File: config.mk
export PLATFORM = sky130hd
export DESIGN_NAME = psh_ctrl
export DESIGN_NICKNAME = d
export VERILOG_FILES = /design/src/psh_pkg.sv /design/src/psh_ctrl.sv
export SDC_FILE = /design/constraint.sdc
export NUM_CORES = 1
export LEC_CHECK = 0
export ABC_AREA = 1
export BUFFER_PORTS_ARGS = -buffer_cell sky130_fd_sc_hd__buf_2
export CAP_MARGIN = 20
export CORE_MARGIN = 1.5
export CORE_UTILIZATION = 40
export CTS_CLUSTER_DIAMETER = 120
export DETAILED_ROUTE_END_ITERATION = 10
export PLACE_DENSITY = 0.64
export SLEW_MARGIN = 20
export SYNTH_ARGS = -nofsm -noshare
export SYNTH_HDL_FRONTEND = slang
export SYNTH_SLANG_ARGS = --single-unit
File: constraint.sdc
create_clock -name clock -period 1.7 [get_ports clock]
set_clock_uncertainty 0.05 [all_clocks]
set_input_delay 0.255 -clock clock [delete_from_list [all_inputs] [get_ports clock]]
set_output_delay 0.255 -clock clock [all_outputs]
set_load 0.03 [all_outputs]
File: src/psh_pkg.sv
// ----------------------------------------------------------------------------
// psh_pkg: shared types and constants for the plucked-string voice
// Holds the item codes, the controller/datapath interface structs, the
// storage layouts and the quarter-wave sine table built at elaboration.
// ----------------------------------------------------------------------------
package psh_pkg;

   // Voice size and number formats
   localparam int HARMONICS      = 16;
   localparam int PHASE_BITS     = 24;
   localparam int SINE_ADDR_BITS = 10;

   localparam int HARM_IDX_W = (HARMONICS > 1) ? $clog2(HARMONICS) : 1;
   localparam logic [HARM_IDX_W-1:0] LAST_IDX = HARM_IDX_W'(HARMONICS - 1);

   // Coefficient entry {amplitude, step, decay}; voice entry {envelope, phase}
   localparam int COEF_W  = 48 + PHASE_BITS;
   localparam int VOICE_W = 24 + PHASE_BITS;

   // Accumulator holds the sum of 25x16 signed products over all harmonics
   localparam int PROD_W  = 41;
   localparam int ACC_W   = PROD_W + ((HARMONICS > 1) ? $clog2(HARMONICS) : 0);
   localparam int SCALE_W = ACC_W + 2;

   localparam int CSR_DATA_W = 25;
   localparam int CSR_IDX_W  = 1;

   typedef enum logic [1:0] {
      MODE_TICK    = 2'd0,
      MODE_PLUCK   = 2'd1,
      MODE_SILENCE = 2'd2,
      MODE_LOAD    = 2'd3
   } mode_type;

   typedef enum logic [CSR_IDX_W-1:0] {
      CSR_ATTACK_STEP   = 1'b0,
      CSR_SILENCE_LEVEL = 1'b1
   } csr_index_type;

   typedef enum logic [2:0] {
      ST_IDLE,
      ST_ISSUE,
      ST_DRAIN,
      ST_SCALE,
      ST_EMIT
   } state_type;

   // Controller to datapath
   typedef struct packed {
      logic                  load;        // write coefficient entry now
      logic                  pluck;       // restart note, sweep follows
      logic                  silence;     // stop note
      logic                  idle_tick;   // tick while silent
      logic                  tick_start;  // ringing tick, sweep follows
      logic                  issue;       // read harmonic at addr
      logic                  issue_tick;  // sweep kind: 1 tick, 0 pluck
      logic [HARM_IDX_W-1:0] addr;
      logic                  scale;       // apply attack gain to the sum
      logic                  emit_tick;   // present the tick sample
   } cmd_type;

   // Datapath to controller
   typedef struct packed {
      logic sounding;
      logic pipe_busy;
   } status_type;

   // Quarter-wave sine table, entries 0 .. QUARTER inclusive
   localparam int QUARTER = 1 << (SINE_ADDR_BITS - 2);
   localparam longint unsigned Q30_ONE    = 64'd1 << 30;
   localparam longint unsigned TWO_PI_Q30 = 64'd6746518852;

   typedef logic [QUARTER:0][14:0] qsine_type;

   // round(32767 * sin(2*pi*j/2^SINE_ADDR_BITS)) from a Q30 odd polynomial
   function automatic logic [14:0] quarter_sine(input int unsigned j);
      longint unsigned x;
      longint unsigned x2;
      longint unsigned t;
      longint unsigned v;
      x  = (longint'(j) * TWO_PI_Q30) >> SINE_ADDR_BITS;
      x2 = (x * x) >> 30;
      t  = Q30_ONE - x2 / 110;
      t  = Q30_ONE - ((x2 * t) >> 30) / 72;
      t  = Q30_ONE - ((x2 * t) >> 30) / 42;
      t  = Q30_ONE - ((x2 * t) >> 30) / 20;
      t  = Q30_ONE - ((x2 * t) >> 30) / 6;
      v  = (((x * t) >> 30) * 32767 + (64'd1 << 29)) >> 30;
      if (v > 32767) begin
         v = 32767;
      end
      return 15'(v);
   endfunction

   function automatic qsine_type build_qsine();
      qsine_type rom;
      for (int j = 0; j <= QUARTER; j++) begin
         rom[j] = quarter_sine(j);
      end
      return rom;
   endfunction

   localparam qsine_type QSINE_ROM = build_qsine();

endpackage

File: src/psh_ctrl.sv
// ----------------------------------------------------------------------------
// psh_ctrl: item sequencer for the plucked-string voice
// Decodes accepted items, walks the harmonics for ticks and plucks, waits
// for the datapath pipe to drain, then for a tick scales and presents the sample.
// ----------------------------------------------------------------------------
module psh_ctrl
   import psh_pkg::*;
(
   input  logic       clock,
   input  logic       reset,
   input  logic       start,
   input  logic [1:0] req_mode,
   output logic       busy,
   input  status_type status,
   output cmd_type    cmd
);

   state_type             state_ff, state_in;
   logic [HARM_IDX_W-1:0] cnt_ff, cnt_in;
   logic                  op_tick_ff, op_tick_in;
   logic                  accept;

   assign busy   = (state_ff != ST_IDLE);
   assign accept = start && !busy;

   // state register
   always_ff @(posedge clock) begin
      if (reset) begin
         state_ff   <= ST_IDLE;
         cnt_ff     <= '0;
         op_tick_ff <= 1'b0;
      end else begin
         state_ff   <= state_in;
         cnt_ff     <= cnt_in;
         op_tick_ff <= op_tick_in;
      end
   end

   // next state and commands
   always_comb begin
      state_in       = state_ff;
      cnt_in         = cnt_ff;
      op_tick_in     = op_tick_ff;
      cmd            = '0;
      cmd.addr       = cnt_ff;
      cmd.issue_tick = op_tick_ff;
      unique case (state_ff)
         ST_IDLE: begin
            if (accept) begin
               unique case (mode_type'(req_mode))
                  MODE_TICK: begin
                     if (status.sounding) begin
                        cmd.tick_start = 1'b1;
                        op_tick_in     = 1'b1;
                        cnt_in         = '0;
                        state_in       = ST_ISSUE;
                     end else begin
                        cmd.idle_tick = 1'b1;
                     end
                  end
                  MODE_PLUCK: begin
                     cmd.pluck  = 1'b1;
                     op_tick_in = 1'b0;
                     cnt_in     = '0;
                     state_in   = ST_ISSUE;
                  end
                  MODE_SILENCE: cmd.silence = 1'b1;
                  MODE_LOAD:    cmd.load    = 1'b1;
                  default: ;
               endcase
            end
         end
         ST_ISSUE: begin
            cmd.issue = 1'b1;
            if (cnt_ff == LAST_IDX) begin
               state_in = ST_DRAIN;
            end else begin
               cnt_in = cnt_ff + 1'b1;
            end
         end
         ST_DRAIN: begin
            if (!status.pipe_busy) begin
               state_in = op_tick_ff ? ST_SCALE : ST_IDLE;
            end
         end
         ST_SCALE: begin
            cmd.scale = 1'b1;
            state_in  = ST_EMIT;
         end
         ST_EMIT: begin
            cmd.emit_tick = 1'b1;
            state_in      = ST_IDLE;
         end
         default: state_in = ST_IDLE;
      endcase
   end

`ifndef SYNTHESIS
   // a sweep never runs past the last harmonic
   a_cnt_range: assert property (@(posedge clock) disable iff (reset)
      (state_ff == ST_ISSUE) |-> (cnt_ff <= LAST_IDX))
      else $error("harmonic counter out of range");

   // scaling only follows a tick sweep
   a_scale_tick: assert property (@(posedge clock) disable iff (reset)
      (state_ff == ST_SCALE) |-> op_tick_ff)
      else $error("scale without a tick");
`endif

endmodule

Word-level counts from Yosys, hierarchy flattened
Cells that the tools add are included.
- bits in registers: 8
- input port bits: 7
- logic and storage cells: 54
- add/subtract/negate cells: 1
- equality and inequality tests: 15
- multiplexer cells: 25
- reduce and logical (&&, ||, !) cells: 10
- operator list (kind ; count):
    $pmux 4 s2 ; 2
    $mux 3 ; 4
    $mux 4 ; 3
    $pmux 3 s4 ; 1
    $mux 5 ; 2
    $ne 2x2->1 const B ; 5
    $reduce_and 5->1 ; 2
    $mux 1 ; 9
    $eq 3x2->1 const B ; 2
    $pmux 3 s2 ; 1
    $add 4x1->4 const B ; 1
    $eq 2x2->1 const B ; 2
    $eq 4x4->1 const B ; 1
    $mux 2 ; 2
    $reduce_and 4->1 ; 1
    $reduce_bool 2->1 ; 2
    $eq 3x1->1 const B ; 1
    $eq 3x3->1 const B ; 1
    $logic_not 3->1 ; 1
    $ne 3x1->1 const B ; 1
    $ne 3x3->1 const B ; 1
    $reduce_bool 3->1 ; 1
    $eq 2x1->1 const B ; 1
    $logic_not 2->1 ; 1
    3 further kinds ; 3

Depth between registers and ports, before layout
- word-level depth: 5
- mapped depth: 7
- depth with buffers taken out: 7

Worst setup path before layout
Ideal clock, no wire load.
- path kind: reg2out
- start point: reg state_ff[2]
- end point: out cmd[10] in the netlist's numbering
- data arrival time: 1.473 ns
- required time: 1.395 ns
- path slack: -0.078 ns
- cell stages (with the launch flop): 6
- path buffers: 0
- cells stage by stage: dfxtp_1 nor2_4 nand2_4 inv_4 nand2_2 nor3_1
- RTL lines (what ; RTL line ; text):
    start, declared ; psh_ctrl.sv:18 ; state_type state_ff, state_in;
    start signal, assigned ; psh_ctrl.sv:33 ; state_ff <= state_in;
    end, declared ; psh_ctrl.sv:15 ; output cmd_type cmd

==> results.py <==
metrics = {
    "routing": {
        "drt-initial-drc-count": 15,
        "ant_nets": 0,
        "wl_per_cell_microns": 10.88,
        "drc": 0,
        "via_count": 637,
        "via_per_inst": 4.977,
        "drtPass1Iterations": 4,
        "wl_microns": 1393,
    },
    "sta": {
        "worst_pin_slew_ns": 0.2180,
        "setup_viol": 0,
        "slew_headroom_pct": 85.45,
        "drv_slew": 0,
        "rsz0062_at_grt": "false",
        "hold_violations": 0,
        "min_period_over_period_pct": 94.39,
        "finalSetupTns_ns": 0,
        "fin_crit_ns": 1.605,
        "clock.fmax_mhz": 623.2,
    },
    "worst_setup_path": {
        "critPathRequiredTime_ns": 1.39,
        "cp_cell_sequence": "nor2_4 -> nand2_4 -> inv_4 -> nand2_2 -> nor2_1 -> buf_2",
        "cp_num_buf_inv": 2,
        "crit_slowest_cell": "dfxtp_2",
        "start_kind": "flop",
        "cp_top_family": "simple AND/OR/NAND/NOR gates",
        "cp_max_fo": 5,
        "critPathKind": "reg -> out",
        "cp-end-kind": "primary output",
        "cp.arrival_ns": 1.30,
        "cpPeakStageDelay_ns": 0.36,
    },
    "grt": {
        "grt_max_degree": 10,
        "gr-usage-all-layers_pct": 19.87,
        "antenna_found_initial": 0,
        "first_global_vias": 496,
        "grt_overflow_total": 0,
        "grt_pass1_wl_microns": 2111,
    },
    "final_layout": {
        "nets": 123,
        "drive_above_1_share_pct": 35.40,
        "n_fill_cell": 140,
        "syn_to_final_growth_pct": 25.91,
        "n_antenna_cell": 0,
    },
    "floorplan": {
        "row_count": 13,
        "start_util_pct": 43.81,
        "die_area_sq_um": 1699,
        "die_h_microns": 41.22,
        "fp.coreArea_sq_um": 1334,
        "die_w_microns": 41.22,
        "ios": 21,
    },
    "synthesis": {
        "syn_inst": 91,
        "async_flop_share_pct": 0,
        "synth_simple_gate_area_share_pct": 51.18,
        "synthDistinctLibCells": 22,
        "synth_commonest_cells": "nand2_1 (19), nor2_1 (13), inv_1 (10), nand3_1 (9), dfxtp_1 (8)",
        "synthFlopType": "dfxtp_1",
        "synth_fa_ha_area_share_pct": 2.141,
        "synth_warnings": 0,
        "synth-seq-area-share_pct": 27.41,
        "ys_seq_elements": 8,
        "synth_top_area_share_pct": 27.41,
        "yosys.area_share.xor_xnor_pct": 0,
        "synthesis.nets": 99,
        "synth_area_leader_cell": "dfxtp_1",
        "synth_top_family_by_area": "simple AND/OR/NAND/NOR gates",
        "yosys.cell_count.top_type": "nand2_1",
        "synthTopCellsByArea": "dfxtp_1 (27%), nand2_1 (12%), nor2_1 (8.4%)",
        "synth_edf_count": 0,
        "muxShareOfSynthArea_pct": 0,
        "avgSynthCellArea_sq_um": 6.421,
        "synth-compound-area-share_pct": 9.208,
        "syn_area_sq_um": 584.3,
    },
    "outcome": {
        "status": "complete, no violations",
    },
    "hold_path": {
        "hold_path.class": "in -> reg",
    },
    "power": {
        "p_total_mw": 1.293,
        "p_leak_nw": 0.3846,
        "p_per_area_nw_per_um2": 1757,
        "power.share.sequential_pct": 24.2,
        "combPwrFrac_pct": 63.4,
        "switching_share_pct": 54.30,
        "p_sw_mw": 0.7018,
        "intPower_mw": 0.5908,
        "ir_drop_uv": 908.9,
        "pwr-share-clk_pct": 12.3,
    },
    "clock_network": {
        "cts.root.buffer_cell": "clkbuf_4",
        "cts_tree": "yes",
        "hold_buffers": 0,
        "clkTransAtPathRegs_ns": 0.06,
        "clock-sinks": 8,
        "clkLatencyLatePin_ns": 0.26,
        "cts_setup_buffers": 0,
        "clock_path_buffers": 2,
        "cts_buffers": 3,
        "cts_max_level": 1,
    },
    "flow_run": {
        "cap_violations": 0,
    },
    "placement": {
        "dp_hpwl_microns": 1103,
        "port_buffers": 20,
        "routabilityCongestion": 0.7688,
    },
}
area by class of cell:
cell class              count  area [sq um]  area share (%)
multi-input cells          69         370.4           50.34
flip-flops and latches      8         162.7           22.11
repair buffers             20         107.6           14.63
inverters                  13         53.80           7.313
clock buffers               3         22.52           3.061
well taps                  15         18.77           2.551
kinds of logic after synthesis:
group | after synthesis
AOI/OAI and AO/OA | 10
adders and majority gates | 1
buffers and inverters | 14
DFF | 8
and+or+nand+nor | 58
metal layers:
layer | track usage, % | part of all wire [%] | up-vias | wire, microns
met3 | 8.152 | 5.8 | 2 | 81
met2 | 35.16 | 50 | 19 | 699
li1 | - | - | 340 | -
met1 | 21.75 | 43 | 276 | 602
met5 | 0 | 0 | - | 0
met4 | 4.839 | 0.72 | 0 | 10
state kept, by name (all words and copies together) (netlist names):
register,cells
op_tick_ff,1
cnt_ff,4
state_ff,3
worst reg2reg max path: stages, from the launching register on:
cell     delay [ns]
dfxtp_1        0.42
ha_1           0.22
nand3_1        0.12
nand3_2        0.12
nand2_2        0.11
a21oi_1        0.14
nor2_1         0.06
placed cells by master (no fill, tap or decap):
| cell | instances |
|---|---|
| nand2_1 | 19 |
| buf_2 | 17 |
| nor2_1 | 13 |
| inv_1 | 10 |
| nand3_1 | 9 |
| dfxtp_1 | 6 |
| a21oi_1 | 5 |
| nand4_1 | 3 |
| o21ai_0 | 3 |
| clkbuf_4 | 3 |
| buf_4 | 3 |
| nor2_4 | 2 |
| inv_4 | 2 |
| nand2_4 | 2 |
| nor3_1 | 2 |
| nand2_2 | 2 |
| nor3_2 | 2 |
| nand3_2 | 2 |
| dfxtp_2 | 2 |
| inv_2 | 1 |
| or2_2 | 1 |
| a21oi_2 | 1 |
| o21ai_1 | 1 |
| nor4_1 | 1 |
| ha_1 | 1 |
power groups by stage:
stage	Combinational (mW)	Clock (mW)	Sequential [mW]
5_1_grt	0.914	0.172	0.324
3_5_place_dp	0.821	0	0.311
6_report	0.820	0.160	0.313
2_1_floorplan	0.602	0	0.353
4_1_cts	0.824	0.163	0.307
3_3_place_gp	0.808	0	0.310
per-stage QoR:
| step | hold slack (ns) | utilization, % | area, sq um | instances | setup slack, ns |
|---|---|---|---|---|---|
| 5_1_grt | 0.1567 | 55.16 | 735.7 | 128 | 0.01000 |
| 3_3_place_gp | 0.4305 | 52.53 | 700.7 | 125 | 0.3171 |
| 4_1_cts | 0.1469 | 54.41 | 725.7 | 128 | 0.01006 |
| 2_1_floorplan | 0.2674 | - | 589.3 | 91 | 0.1651 |
| 6_report | 0.1450 | 55.16 | 735.7 | 128 | 0.09530 |
| 3_5_place_dp | 0.4247 | 52.53 | 700.7 | 125 | 0.2787 |
timing repair:
action / 4_1_cts / 5_1_grt
resized for setup: 1 / 7
endpoints found under the hold margin: 0 / 0
endpoints found under the setup margin: 1 / 5
pin swaps: 0 / 1
final timing paths:
kind                       startpoint                       end  slack (ns)  cells after the start
min reg2reg  state_ff[2]$_SDFFE_PP0P_  state_ff[2]$_SDFFE_PP0P_        0.46                      1
max          state_ff[2]$_SDFFE_PP0P_                   cmd[12]         0.1                      6
max reg2reg    cnt_ff[0]$_SDFFE_PP0P_    cnt_ff[3]$_SDFFE_PP0P_        0.36                      6
min                             reset    cnt_ff[2]$_SDFFE_PP0P_        0.15                      2
(Power assumes the default switching activity.)
